**src/rtl/hall_sensor_position_speed_decoder_assert.svh**
```systemverilog
// Assertion macros shared by the Hall decoder RTL.
`ifndef HALL_SENSOR_POSITION_SPEED_DECODER_ASSERT_SVH
`define HALL_SENSOR_POSITION_SPEED_DECODER_ASSERT_SVH

// Consequent must hold in the same cycle as the antecedent.
`define HSD_ASSERT_NOW(lbl, clk, rst_n, ante, cons, msg) \
  lbl: assert property (@(posedge clk) disable iff (!rst_n) (ante) |-> (cons)) \
    else $error(msg);

// Consequent must hold in the cycle after the antecedent.
`define HSD_ASSERT_NEXT(lbl, clk, rst_n, ante, cons, msg) \
  lbl: assert property (@(posedge clk) disable iff (!rst_n) (ante) |=> (cons)) \
    else $error(msg);

`endif

```
**src/rtl/hsd_pkg.sv**
```systemverilog
// Types, constants and helper functions of the Hall sensor decoder.
package hsd_pkg;

  localparam int unsigned TimerModulus = 65535;
  localparam logic [16:0] TimerTicks   = 17'(TimerModulus + 1);

  localparam logic [2:0] SectorUndef = 3'd7;
  localparam logic [2:0] SectorCount = 3'd6;

  typedef enum logic [1:0] {
    RegInvertDirection = 2'd0,
    RegOverflowLimit   = 2'd1,
    RegMaxSpeedDelta   = 2'd2
  } hsd_reg_e;

  typedef struct packed {
    logic        invert_direction;
    logic [15:0] overflow_limit;
    logic [15:0] max_speed_delta;
  } hsd_cfg_t;

  typedef struct packed {
    logic        has_overflow;
    logic        has_capture;
    logic [2:0]  hall_bits;
    logic [15:0] capture_value;
    logic [15:0] timer_now;
    logic        rotation_cw;
  } hsd_item_t;

  typedef struct packed {
    logic [2:0]  sector;
    logic [31:0] position_count;
    logic [31:0] pulse_length;
    logic        pulse_valid;
    logic [31:0] undefined_errors;
    logic [31:0] big_step_errors;
    logic [31:0] no_change_errors;
    logic [31:0] speed_delta;
    logic        speed_valid;
  } hsd_result_t;

  // Hall pattern to commutation sector; 000 and 111 are invalid.
  localparam logic [2:0] SectorMap [8] = '{
    3'd7, 3'd5, 3'd3, 3'd4, 3'd1, 3'd0, 3'd2, 3'd7
  };

  // Signed sector step from prev to cur, folded into -2..3.
  function automatic logic signed [3:0] hsd_step(logic [2:0] prev, logic [2:0] cur);
    logic signed [3:0] diff;
    diff = signed'({1'b0, cur}) - signed'({1'b0, prev});
    if (diff > 4'sd3) begin
      diff = diff - signed'({1'b0, SectorCount});
    end else if (diff < -4'sd2) begin
      diff = diff + signed'({1'b0, SectorCount});
    end
    return diff;
  endfunction

endpackage

```
**src/rtl/hsd_if.sv**
```systemverilog
// Valid/ready channel interfaces for Hall decoder items and results.
interface hsd_in_if;
  logic        valid;
  logic        ready;
  logic        has_overflow;
  logic        has_capture;
  logic [2:0]  hall_bits;
  logic [15:0] capture_value;
  logic [15:0] timer_now;
  logic        rotation_cw;

  modport source (
    output valid, has_overflow, has_capture, hall_bits, capture_value, timer_now,
           rotation_cw,
    input  ready
  );
  modport sink (
    input  valid, has_overflow, has_capture, hall_bits, capture_value, timer_now,
           rotation_cw,
    output ready
  );
endinterface

interface hsd_out_if;
  logic               valid;
  logic               ready;
  logic        [2:0]  sector;
  logic signed [31:0] position_count;
  logic        [31:0] pulse_length;
  logic               pulse_valid;
  logic        [31:0] undefined_errors;
  logic        [31:0] big_step_errors;
  logic        [31:0] no_change_errors;
  logic signed [31:0] speed_delta;
  logic               speed_valid;

  modport source (
    output valid, sector, position_count, pulse_length, pulse_valid, undefined_errors,
           big_step_errors, no_change_errors, speed_delta, speed_valid,
    input  ready
  );
  modport sink (
    input  valid, sector, position_count, pulse_length, pulse_valid, undefined_errors,
           big_step_errors, no_change_errors, speed_delta, speed_valid,
    output ready
  );
endinterface

```
**src/rtl/hsd_cfg.sv**
```systemverilog
// APB register file holding the decoder configuration.
module hsd_cfg import hsd_pkg::*; (
  input  logic        clk_i,
  input  logic        rst_ni,
  input  logic        psel,
  input  logic        penable,
  input  logic        pwrite,
  input  logic [3:0]  paddr,
  input  logic [31:0] pwdata,
  output logic [31:0] prdata,
  output logic        pready,
  output hsd_cfg_t    cfg_o
);

  hsd_cfg_t cfg_q;
  hsd_reg_e reg_sel;
  logic     wr_en;

  assign pready  = 1'b1;
  assign reg_sel = hsd_reg_e'(paddr[3:2]);
  assign wr_en   = psel && penable && pwrite && pready;
  assign cfg_o   = cfg_q;

  always_ff @(posedge clk_i or negedge rst_ni) begin
    if (!rst_ni) begin
      cfg_q.invert_direction <= 1'b0;
      cfg_q.overflow_limit   <= 16'd100;
      cfg_q.max_speed_delta  <= 16'd1000;
    end else if (wr_en) begin
      unique case (reg_sel)
        RegInvertDirection: cfg_q.invert_direction <= pwdata[0];
        RegOverflowLimit:   cfg_q.overflow_limit   <= pwdata[15:0];
        RegMaxSpeedDelta:   cfg_q.max_speed_delta  <= pwdata[15:0];
        default: ;
      endcase
    end
  end

  always_comb begin
    unique case (reg_sel)
      RegInvertDirection: prdata = {31'd0, cfg_q.invert_direction};
      RegOverflowLimit:   prdata = {16'd0, cfg_q.overflow_limit};
      RegMaxSpeedDelta:   prdata = {16'd0, cfg_q.max_speed_delta};
      default:            prdata = 32'd0;
    endcase
  end

endmodule

```
**src/rtl/hall_sensor_position_speed_decoder.sv**
```systemverilog
// Top level of the Hall sensor position and speed decoder.
//
//   channel  | direction | handshake     | payload
//   ---------+-----------+---------------+-------------------------------------------
//   in_i     | input     | valid/ready   | overflow and capture flags, Hall bits, times
//   out_o    | output    | valid/ready   | sector, position, period, errors, speed
//   APB      | input     | psel/penable  | three configuration registers
//
// Each item passes two registers from input transfer to result: an input register,
// then one pass of decode, counter and speed logic into the result register.
// One item is accepted every cycle while results are taken; the state update in the second stage sets this.
// Reset is asynchronous and active low and clears the valid flags, decoder state and counters.
// When the result is not taken, the input register still fills, then ready drops.
`include "hall_sensor_position_speed_decoder_assert.svh"

module hall_sensor_position_speed_decoder import hsd_pkg::*; (
  input  logic        clk_i,
  input  logic        rst_ni,
  hsd_in_if.sink      in_i,
  hsd_out_if.source   out_o,
  input  logic        psel,
  input  logic        penable,
  input  logic        pwrite,
  input  logic [3:0]  paddr,
  input  logic [31:0] pwdata,
  output logic [31:0] prdata,
  output logic        pready
);

  hsd_cfg_t cfg;

  hsd_cfg u_cfg (
    .clk_i   (clk_i),
    .rst_ni  (rst_ni),
    .psel    (psel),
    .penable (penable),
    .pwrite  (pwrite),
    .paddr   (paddr),
    .pwdata  (pwdata),
    .prdata  (prdata),
    .pready  (pready),
    .cfg_o   (cfg)
  );

  // Pipeline registers.
  logic        s1_valid_q;
  hsd_item_t   s1_q;
  logic        out_valid_q;
  hsd_result_t out_q, out_d;
  logic        s1_move;
  logic        in_xfer;

  // Decoder state.
  logic [15:0] ovc_q, ovc_d;
  logic [2:0]  prev_sector_q, prev_sector_d;
  logic [15:0] prev_cap_q, prev_cap_d;
  logic [31:0] step_cnt_q, step_cnt_d;
  logic [31:0] calo_q, calo_d;
  logic [31:0] period_q, period_d;
  logic [31:0] undef_cnt_q, undef_cnt_d;
  logic [31:0] big_cnt_q, big_cnt_d;
  logic [31:0] nochg_cnt_q, nochg_cnt_d;
  logic [31:0] speed_q, speed_d;

  assign s1_move    = s1_valid_q && (!out_valid_q || out_o.ready);
  assign in_i.ready = !s1_valid_q || s1_move;
  assign in_xfer    = in_i.valid && in_i.ready;

  always_ff @(posedge clk_i or negedge rst_ni) begin
    if (!rst_ni) begin
      s1_valid_q  <= 1'b0;
      out_valid_q <= 1'b0;
    end else begin
      if (in_i.ready) begin
        s1_valid_q <= in_i.valid;
      end
      if (s1_move) begin
        out_valid_q <= 1'b1;
      end else if (out_o.ready) begin
        out_valid_q <= 1'b0;
      end
    end
  end

  always_ff @(posedge clk_i) begin
    if (in_xfer) begin
      s1_q.has_overflow  <= in_i.has_overflow;
      s1_q.has_capture   <= in_i.has_capture;
      s1_q.hall_bits     <= in_i.hall_bits;
      s1_q.capture_value <= in_i.capture_value;
      s1_q.timer_now     <= in_i.timer_now;
      s1_q.rotation_cw   <= in_i.rotation_cw;
    end
    if (s1_move) begin
      out_q <= out_d;
    end
  end

  // Working values of the single pass.
  logic [16:0]        lim_p1;
  logic [15:0]        ovc_cap;
  logic [15:0]        ovc_inc;
  logic [15:0]        ovc_edge;
  logic [2:0]         cur_sector;
  logic signed [3:0]  step;
  logic signed [3:0]  step_eff;
  logic [32:0]        ovf_ticks;
  logic [31:0]        diff;
  logic [31:0]        mag;

  always_comb begin
    ovc_d         = ovc_q;
    prev_sector_d = prev_sector_q;
    prev_cap_d    = prev_cap_q;
    step_cnt_d    = step_cnt_q;
    calo_d        = calo_q;
    period_d      = period_q;
    undef_cnt_d   = undef_cnt_q;
    big_cnt_d     = big_cnt_q;
    nochg_cnt_d   = nochg_cnt_q;
    speed_d       = speed_q;
    out_d         = '0;
    out_d.sector  = prev_sector_q;

    // Overflow count saturates at limit plus one, and never past the counter range.
    lim_p1  = {1'b0, cfg.overflow_limit} + 17'd1;
    ovc_cap = lim_p1[16] ? 16'hFFFF : lim_p1[15:0];
    ovc_inc = (s1_q.has_overflow && (ovc_q < ovc_cap)) ? ovc_q + 16'd1 : ovc_q;
    ovc_d   = ovc_inc;

    // An overflow that came after the edge does not count toward this period.
    ovc_edge = (s1_q.has_overflow && (s1_q.timer_now < s1_q.capture_value) &&
                (ovc_inc != 16'd0)) ? ovc_inc - 16'd1 : ovc_inc;

    cur_sector = SectorMap[s1_q.hall_bits];
    step       = hsd_step(prev_sector_q, cur_sector);
    step_eff   = cfg.invert_direction ? -step : step;
    ovf_ticks  = ovc_edge * TimerTicks;

    if (s1_q.has_capture) begin
      out_d.sector = cur_sector;
      if (cur_sector == SectorUndef) begin
        undef_cnt_d = undef_cnt_q + 32'd1;
      end else begin
        if (prev_sector_q < SectorCount) begin
          if ((step > 4'sd1) || (step < -4'sd1)) begin
            big_cnt_d = big_cnt_q + 32'd1;
          end else if (step == 4'sd0) begin
            nochg_cnt_d = nochg_cnt_q + 32'd1;
          end
          step_cnt_d = step_cnt_q + 32'(step_eff);
          period_d   = {16'd0, s1_q.capture_value} + ovf_ticks[31:0] - {16'd0, prev_cap_q};
          out_d.pulse_valid = 1'b1;
        end
        prev_sector_d = cur_sector;
      end
      prev_cap_d = s1_q.capture_value;
      ovc_d      = 16'd0;
    end

    diff = calo_q - step_cnt_d;
    mag  = diff[31] ? (32'd0 - diff) : diff;
    if (s1_q.has_overflow) begin
      calo_d = step_cnt_d;
      if (mag <= {16'd0, cfg.max_speed_delta}) begin
        speed_d = (cfg.invert_direction != s1_q.rotation_cw) ? (32'd0 - diff) : diff;
        out_d.speed_valid = 1'b1;
      end
    end

    out_d.position_count   = step_cnt_d;
    out_d.pulse_length     = period_d;
    out_d.undefined_errors = undef_cnt_d;
    out_d.big_step_errors  = big_cnt_d;
    out_d.no_change_errors = nochg_cnt_d;
    out_d.speed_delta      = speed_d;
  end

  always_ff @(posedge clk_i or negedge rst_ni) begin
    if (!rst_ni) begin
      ovc_q         <= 16'd0;
      prev_sector_q <= SectorUndef;
      prev_cap_q    <= 16'd0;
      step_cnt_q    <= 32'd0;
      calo_q        <= 32'd0;
      period_q      <= 32'd0;
      undef_cnt_q   <= 32'd0;
      big_cnt_q     <= 32'd0;
      nochg_cnt_q   <= 32'd0;
      speed_q       <= 32'd0;
    end else if (s1_move) begin
      ovc_q         <= ovc_d;
      prev_sector_q <= prev_sector_d;
      prev_cap_q    <= prev_cap_d;
      step_cnt_q    <= step_cnt_d;
      calo_q        <= calo_d;
      period_q      <= period_d;
      undef_cnt_q   <= undef_cnt_d;
      big_cnt_q     <= big_cnt_d;
      nochg_cnt_q   <= nochg_cnt_d;
      speed_q       <= speed_d;
    end
  end

  assign out_o.valid            = out_valid_q;
  assign out_o.sector           = out_q.sector;
  assign out_o.position_count   = signed'(out_q.position_count);
  assign out_o.pulse_length     = out_q.pulse_length;
  assign out_o.pulse_valid      = out_q.pulse_valid;
  assign out_o.undefined_errors = out_q.undefined_errors;
  assign out_o.big_step_errors  = out_q.big_step_errors;
  assign out_o.no_change_errors = out_q.no_change_errors;
  assign out_o.speed_delta      = signed'(out_q.speed_delta);
  assign out_o.speed_valid      = out_q.speed_valid;

  `HSD_ASSERT_NOW(a_pulse_needs_sector, clk_i, rst_ni, out_valid_q && out_q.pulse_valid, out_q.sector != SectorUndef, "pulse reported with undefined sector")
  `HSD_ASSERT_NEXT(a_capture_clears_ovc, clk_i, rst_ni, s1_move && s1_q.has_capture, ovc_q == 16'd0, "overflow count not cleared by capture")
  `HSD_ASSERT_NOW(a_prev_sector_legal, clk_i, rst_ni, 1'b1, prev_sector_q != SectorCount, "previous sector holds an impossible code")
  `HSD_ASSERT_NOW(a_stall_only_when_full, clk_i, rst_ni, !in_i.ready, s1_valid_q && out_valid_q, "input stalled with room in the pipeline")

endmodule

```
**src/flat_wrapper.sv**
```systemverilog
// flat-port wrapper written by rule: the top's interface ports become plain ports
module hall_sensor_position_speed_decoder_flat import hsd_pkg::*;
  (clk_i, rst_ni, psel, penable, pwrite, paddr, pwdata, prdata, pready, in_i_valid, in_i_has_overflow, in_i_has_capture, in_i_hall_bits, in_i_capture_value, in_i_timer_now, in_i_rotation_cw, in_i_ready, out_o_valid, out_o_sector, out_o_position_count, out_o_pulse_length, out_o_pulse_valid, out_o_undefined_errors, out_o_big_step_errors, out_o_no_change_errors, out_o_speed_delta, out_o_speed_valid, out_o_ready);
  hsd_in_if in_i_i ();
  hsd_out_if out_o_i ();
  input  logic clk_i;
  input  logic rst_ni;
  input  logic psel;
  input  logic penable;
  input  logic pwrite;
  input  logic [3:0] paddr;
  input  logic [31:0] pwdata;
  output logic [31:0] prdata;
  output logic pready;
  input wire logic [$bits(in_i_i.valid)-1:0] in_i_valid;
  input wire logic [$bits(in_i_i.has_overflow)-1:0] in_i_has_overflow;
  input wire logic [$bits(in_i_i.has_capture)-1:0] in_i_has_capture;
  input wire logic [$bits(in_i_i.hall_bits)-1:0] in_i_hall_bits;
  input wire logic [$bits(in_i_i.capture_value)-1:0] in_i_capture_value;
  input wire logic [$bits(in_i_i.timer_now)-1:0] in_i_timer_now;
  input wire logic [$bits(in_i_i.rotation_cw)-1:0] in_i_rotation_cw;
  output wire logic [$bits(in_i_i.ready)-1:0] in_i_ready;
  output wire logic [$bits(out_o_i.valid)-1:0] out_o_valid;
  output wire logic [$bits(out_o_i.sector)-1:0] out_o_sector;
  output wire logic [$bits(out_o_i.position_count)-1:0] out_o_position_count;
  output wire logic [$bits(out_o_i.pulse_length)-1:0] out_o_pulse_length;
  output wire logic [$bits(out_o_i.pulse_valid)-1:0] out_o_pulse_valid;
  output wire logic [$bits(out_o_i.undefined_errors)-1:0] out_o_undefined_errors;
  output wire logic [$bits(out_o_i.big_step_errors)-1:0] out_o_big_step_errors;
  output wire logic [$bits(out_o_i.no_change_errors)-1:0] out_o_no_change_errors;
  output wire logic [$bits(out_o_i.speed_delta)-1:0] out_o_speed_delta;
  output wire logic [$bits(out_o_i.speed_valid)-1:0] out_o_speed_valid;
  input wire logic [$bits(out_o_i.ready)-1:0] out_o_ready;
  assign in_i_i.valid = in_i_valid;
  assign in_i_i.has_overflow = in_i_has_overflow;
  assign in_i_i.has_capture = in_i_has_capture;
  assign in_i_i.hall_bits = in_i_hall_bits;
  assign in_i_i.capture_value = in_i_capture_value;
  assign in_i_i.timer_now = in_i_timer_now;
  assign in_i_i.rotation_cw = in_i_rotation_cw;
  assign in_i_ready = in_i_i.ready;
  assign out_o_valid = out_o_i.valid;
  assign out_o_sector = out_o_i.sector;
  assign out_o_position_count = out_o_i.position_count;
  assign out_o_pulse_length = out_o_i.pulse_length;
  assign out_o_pulse_valid = out_o_i.pulse_valid;
  assign out_o_undefined_errors = out_o_i.undefined_errors;
  assign out_o_big_step_errors = out_o_i.big_step_errors;
  assign out_o_no_change_errors = out_o_i.no_change_errors;
  assign out_o_speed_delta = out_o_i.speed_delta;
  assign out_o_speed_valid = out_o_i.speed_valid;
  assign out_o_i.ready = out_o_ready;
  hall_sensor_position_speed_decoder u_core (.clk_i(clk_i), .rst_ni(rst_ni), .in_i(in_i_i), .out_o(out_o_i), .psel(psel), .penable(penable), .pwrite(pwrite), .paddr(paddr), .pwdata(pwdata), .prdata(prdata), .pready(pready));
endmodule
```
**config.mk**
```make
export PLATFORM = sky130hd
export DESIGN_NAME = hall_sensor_position_speed_decoder_flat
export DESIGN_NICKNAME = d
export VERILOG_FILES = /design/src/rtl/hsd_pkg.sv /design/src/rtl/hsd_if.sv /design/src/rtl/hsd_cfg.sv /design/src/rtl/hall_sensor_position_speed_decoder.sv /design/src/flat_wrapper.sv
export VERILOG_INCLUDE_DIRS = /design/src /design/src/rtl
export SDC_FILE = /design/constraint.sdc
export NUM_CORES = 1
export LEC_CHECK = 0
export BUFFER_PORTS_ARGS = -buffer_cell sky130_fd_sc_hd__buf_2
export CELL_PAD_IN_SITES_DETAIL_PLACEMENT = 0
export CELL_PAD_IN_SITES_GLOBAL_PLACEMENT = 2
export CORE_MARGIN = 10
export CORE_UTILIZATION = 40
export DETAILED_ROUTE_END_ITERATION = 6
export PLACE_DENSITY = 0.81
export SKIP_CTS_REPAIR_TIMING = 1
export SLEW_MARGIN = 30
export SYNTH_ARGS = -nofsm -noshare
export SYNTH_HDL_FRONTEND = slang
export SYNTH_SLANG_ARGS = --single-unit
```
**constraint.sdc**
```tcl
create_clock -name clk_i -period 37.1 [get_ports clk_i]
set_clock_uncertainty 0.2 [all_clocks]
set_input_delay 1.855 -clock clk_i [delete_from_list [all_inputs] [get_ports clk_i]]
set_output_delay 1.855 -clock clk_i [all_outputs]
set_load 0.03 [all_outputs]
```
; ---- After elaboration in Yosys (flattened, before gate mapping)
; Memory sizes are Yosys's and may differ from the RTL's.
; Index checks and enable logic that the tools add are counted.
[classes]
addsub = 15
n_lt_le_gt_ge = 9
n_eq_ne = 4
mux = 36
bitwise = 3
reduce_logical = 23
[ops]
columns = operator, count
row1 = $mux 32, 21
row2 = $add 32x1->32 const B, 3
row3 = $mux 16, 4
row4 = $pmux 16 s3, 1
row5 = $add 16x32->32, 1
row6 = $add 32x32->32, 1
row7 = $le 32x16->1, 1
row8 = $lt 16x16->1, 2
row9 = $sub 1x32->32 const A, 1
row10 = $sub 32x16->32, 1
row11 = $sub 32x32->32, 1
row12 = $add 16x1->17 const B, 1
row13 = $add 16x1->16 const B, 1
row14 = $reduce_bool 16->1, 1
row15 = $sub 16x1->16 const B, 1
row16 = $mux 4, 3
row17 = $reduce_and 2->1, 5
row18 = $mux 3, 3
row19 = $logic_and 1x1->1, 7
row20 = $add 4x4->4 const B, 1
row21 = $ge 4x4->1 const B, 1
row22 = $gt 4x2->1 const B, 1
row23 = $gt 4x3->1 const B, 1
row24 = $logic_not 4->1, 1
row25 = other kinds (19), 26
[word_totals]
regBits = 529
rom_bits = 24
inputBits = 81
wordCells = 121
n_memories = 1
[memory_table]
columns = memory, depth, width, read_ports, rd_ports_with_merged_regs, wr, line_no
row1 = (no name shown), 8, 3, 1, 0, 0, hall_sensor_position_speed_decoder.sv:135  ; cur_sector = SectorMap[s1_q.hall_bits];

; ---- Longest topological paths before layout
[depth]
depth_word = 20
mapped_depth = 55
ltp_nobuf = 54

; ---- Cells and area by module
; From an unflattened synthesis, not the netlist that was laid out.
[unflattened]
hier_cells = 2993
hier_area_um2 = 30454.2
[by_module_without_submodules]
columns = mod, n_inst, cells_per_inst, area_each_um2, seq_area_each_um2
row1 = hall_sensor_position_speed_decoder, 1, 2879, 28852.7, 13591.8
row2 = hsd_cfg, 1, 114, 1601.5, 837.1

; ---- Worst setup path before layout
; Ideal clock, no wire load.
[synth_path]
path_type = reg2reg
start = register u_core.s1_q[33] (netlist name)
end = register u_core.out_q (netlist bit u_core.out_o.speed_delta[22]) (data pin)
setup_ns = 0.260
t_arrival_ns = 11.233
required_ns = 36.640
slack_ns = 25.407
path_stages_with_launch = 54
synth_period_minus_slack_ns = 11.693
cell_sequence = edfxtp_1 > ha_1 > mux2i_1 > inv_1 > ha_1 > fa_1 > xor2_1 > inv_1 > ha_1 > nand4_1 > o211ai_1 > xnor2_1 > ha_1 > a21oi_1 > o221ai_1 > a31oi_1 > and3_1 > nand2b_1 > [18 not listed] > clkbuf_1 > nor2_1 > xnor2_1 > ha_1 > o21a_1 > o21a_1 > o21ai_0 > nand2b_1 > a21oi_1 > nor2b_1 > o21a_1 > o21ai_0 > a21oi_1 > nor3b_1 > nand2_1 > a21oi_2 > buf_4 > mux2_2
[synth_lines]
columns = item, line_no
row1 = from (decl), hall_sensor_position_speed_decoder.sv:47  ; hsd_item_t s1_q;
row2 = to (signal assigned), hall_sensor_position_speed_decoder.sv:95  ; out_q <= out_d;
row3 = to (decl), hall_sensor_position_speed_decoder.sv:49  ; hsd_result_t out_q, out_d;

==> impl_results.rst <==
.. list-table::
   :header-rows: 1

   * - Metric
     - Value
   * - Status
     - finished, final reports clean
   * - # H-tree levels
     - 2
   * - Global Route met2 Usage
     - between 30% and 40%
   * - Die Span X
     - ~300 microns
   * - Number of enable flip-flop cells after synthesis
     - around 240
   * - Count of final max-slew check failures
     - 0
   * - Power density of the placed cells
     - around 100 nW/um^2
   * - Via density
     - 5.20
   * - Sinks on Clock Net
     - 529
   * - RSZ-0062 raised after global routing
     - false
   * - Clock latency on the worst-skew pair
     - 0.63 ns
   * - Number of antenna violations at the first check in global routing
     - 0
   * - Length of the first detailed-routing pass in iterations
     - 5
   * - Boundary Pins
     - 313
   * - Number of rows created at floorplan
     - 100
   * - Number of warnings printed during yosys synthesis
     - 0
   * - Number of I/O port buffers
     - 277
   * - Portion of the clock cycle consumed by the worst path in the final layout
     - a little over a third
   * - Share of final-layout standard cells stronger than drive strength 1
     - 17.7%
   * - Worst-case headroom to the max-slew limit
     - 32.8%
   * - Share of cell area taken by muxes after synthesis
     - 4.87%
   * - Data arrival time of the worst path
     - between 10 and 15 ns
   * - ANT cells
     - 0
   * - Category of the most critical setup path
     - register to register
   * - Clock Tree Buf Depth
     - 3
   * - Cell count after synthesis
     - 2,897
   * - Library cells used by synthesis
     - 96
   * - Wire length of the first global-routing pass
     - 121,000 microns
   * - Number of max-cap violations
     - 0
   * - Placeable core area
     - about 74,000 sq um
   * - Async SR Flop Fraction
     - 55.6%
   * - Total number of vias
     - 21,700
   * - Die height
     - 293 microns
   * - Per-cell routed wire length
     - 18.1 microns
   * - Cell area after synthesis
     - 29,800 sq um
   * - Worst hold slack
     - ~0.28 ns
   * - Biggest fanout along the worst timing path
     - 30
   * - Fmax
     - between 70 and 80 MHz
   * - HPWL Detailed
     - ~55,000 microns
   * - Area fraction in compound gates after synthesis
     - between 10% and 20%
   * - CTS tree
     - done
   * - Measured slew at the worst slew-check pin
     - 1.00 ns
   * - Fill cell total of the finished layout
     - 7,020
   * - Number of failing hold endpoints at the final stage
     - 0
   * - Clk pin slew, worst setup/hold paths
     - around 0.060 ns
   * - Detailed Route Iter0 Violations
     - between 1,000 and 1,500
   * - GRT Util Overall
     - 17.2%
   * - Post-layout net count
     - 3,375
   * - XOR/XNOR share of the synthesized area
     - about a tenth
   * - Via count of the first global-routing pass
     - 22,100
   * - Post-layout minimum cycle time
     - 13.05 ns
   * - Area contributors post-synth
     - dfrtp_1 24%, edfxtp_1 24%, ha_1 5.9%
   * - Sequential cell area fraction in the yosys report
     - between 40% and 50%
   * - Starting utilization of the core area
     - between 40% and 50%
   * - Worst Hold Depth
     - 2
   * - Element type at the critical path start
     - register
   * - Final Setup Violations
     - 0
   * - Total Wirelength
     - 75,400 microns
   * - Main combinational cell family by area after synthesis
     - simple AND/OR/NAND/NOR gates
   * - Maximum number of pins on one net before global-route repair
     - 141
   * - Synth Area per Inst
     - 10.3 sq um
   * - Routed Antenna Nets
     - 0
   * - Met3 Resource Use GR
     - 2.63%
   * - Number of buffers added by the clock tree synthesis step
     - 60
   * - Clock tree root driver cell
     - clkbuf_16
   * - Share of the core filled with cells
     - 46.5%
   * - Peak per-stage delay on the critical path
     - 0.58 ns
   * - Overflow left after global routing
     - 0
   * - Critical path's most frequent cell
     - o21ai_0
   * - Most instantiated library cell after synthesis
     - nand2_1
   * - Setup slack of the critical path after layout
     - around 24 ns
   * - Worst IR drop on VDD
     - 0.0000681 V
   * - Endpoint class of the critical path
     - register
   * - DRC violations left
     - 0
   * - Layout overhead on the synthesized area
     - 15.6%
   * - Static Leak
     - between 15 and 20 nW
   * - Final GP Congestion
     - 0.841
   * - Most used flip-flop cell after synthesis
     - dfrtp_1
   * - Worst setup slack after placement
     - between 20 and 25 ns
   * - #FFs+latches synth
     - 529
   * - Die Footprint
     - 85,900 sq um
   * - Worst reg2reg path depth
     - 56
   * - Post-synth top area cell
     - dfrtp_1
   * - Basic-gate share of the synthesized area counting and, or, nand and nor cells
     - 15.6%
   * - Met1 track demand over resource in global routing
     - 21.6%
   * - Synthesized-area fraction occupied by adder cells
     - 6.18%
   * - Slowest stage cell on the critical path
     - o21ai_0
   * - GR peak layer
     - met2
   * - Portion of synthesized cell area occupied by the leading cell type
     - 23.6%
   * - Total Negative Setup Slacks
     - 0 ns
   * - Required @ worst endpoint
     - roughly 37 ns
   * - Path category of the worst min-delay check
     - register to register
   * - Top post-synthesis cells by count
     - 386 x nand2_1, 282 x dfrtp_1, 235 x edfxtp_1, 212 x o21ai_0, 195 x nor2_1
## metal layers
| metal | up-vias | wire [microns] |
|---|---|---|
| li1 | 10700 | - |
| met1 | 10500 | 33100 |
| met2 | 391 | 37500 |
| met3 | 111 | 2790 |
| met4 | 0 | 1990 |
| met5 | - | 0 |
## final timing paths
| path | from | endpoint | slack (ns) |
|---|---|---|---|
| setup reg to reg | u_core.s1_q[33]$_DFFE_PP_ | u_core.out_o.speed_delta[19]$_DFFE_PP_ | 24.05 |
| max in group asynchronous | rst_ni | u_core.step_cnt_q[17]$_DFFE_PN0P_ | 33.82 |
| setup / recovery | u_core.s1_q[33]$_DFFE_PP_ | u_core.out_o.speed_delta[19]$_DFFE_PP_ | 24.05 |
| hold / removal | u_core.period_q[9]$_DFFE_PN0P_ | u_core.period_q[9]$_DFFE_PN0P_ | 0.28 |
| min in group asynchronous | rst_ni | u_core.undef_cnt_q[13]$_DFFE_PN0P_ | 0.95 |
| hold reg to reg | u_core.period_q[9]$_DFFE_PN0P_ | u_core.period_q[9]$_DFFE_PN0P_ | 0.28 |
## power breakdown
group | internal [mW] | leakage (nW) | switching, mW | total, mW
clock network | 0.416 | 1.09 | 0.259 | 0.676
logic | 0.785 | 8.23 | 1.32 | 2.11
registers | 0.741 | 6.16 | 0.0704 | 0.811
## placed cells by master, fill, tap and decap left out, types with 53 or more instances in the layout
| cell type | n |
|---|---|
| nand4_1 | 53 |
| inv_1 | 134 |
| a21oi_1 | 94 |
| nor2_1 | 195 |
| xnor2_1 | 189 |
| nand3_1 | 76 |
| buf_2 | 276 |
| edfxtp_1 | 235 |
| ha_1 | 141 |
| dfrtp_1 | 282 |
| nand2_1 | 382 |
| o21ai_0 | 212 |
| xor2_1 | 137 |
| clkbuf_16 | 60 |
## worst max-delay path, delay by kind of cell (launching register included)
kind,cells,cell delay [ns]
AO/OA/AOI/OAI,24,4.78
adder cells (fa/ha/maj),7,2.35
AND/OR/NAND/NOR,12,1.81
buffers and inverters,6,1.26
multiplexers,3,1.00
XOR/XNOR,4,0.88
flip-flops,1,0.44
## area by class of cell
type                            instances  area [sq um]  share of cell area, %
Multi-Input combinational cell       2123         14400                   41.9
Sequential cell                       529         14400                   41.8
Timing Repair Buffer                  300          1610                   4.68
Clock buffer                           70          1600                   4.64
Tap cell                              969          1210                   3.52
Clock inverter                         43           673                   1.95
Inverter                              135           519                   1.51
## per-stage QoR
step | total power [mW] | area [sq um] | std cells
2_1_floorplan | 2.36 | 29900 | 2912
3_3_place_gp | 2.88 | 32100 | 4053
3_5_place_dp | 2.92 | 32200 | 4055
4_1_cts | 3.62 | 34400 | 4168
5_1_grt | 3.89 | 34500 | 4169
6_report | 3.59 | 34500 | 4169
## logic make-up (layout without fill, tap and decap cells)
logic type / after synthesis / after routing
simple gates: 976 / 976
xor+xnor: 329 / 329
buf+inv: 260 / 548
compound gates: 533 / 533
mux: 123 / 123
fa+ha+maj: 145 / 145
other cells: 2 / 17
flops: 529 / 529
## state kept, by name (all words and copies together) (netlist names), 16 cells and up
signal / flops
u_core.out_o.pulse_length: 32
u_core.out_o.big_step_errors: 32
u_core.step_cnt_q: 32
u_core.out_o.no_change_errors: 32
u_core.speed_q: 32
u_core.big_cnt_q: 32
u_core.out_o.position_count: 32
u_core.out_o.undefined_errors: 32
u_core.undef_cnt_q: 32
u_core.calo_q: 32
u_core.s1_q: 38
u_core.out_o.speed_delta: 32
u_core.ovc_q: 16
u_core.nochg_cnt_q: 32
u_core.u_cfg.cfg_o: 33
u_core.period_q: 32
u_core.prev_cap_q: 16
No activity file was read; power rests on OpenSTA's default activity.
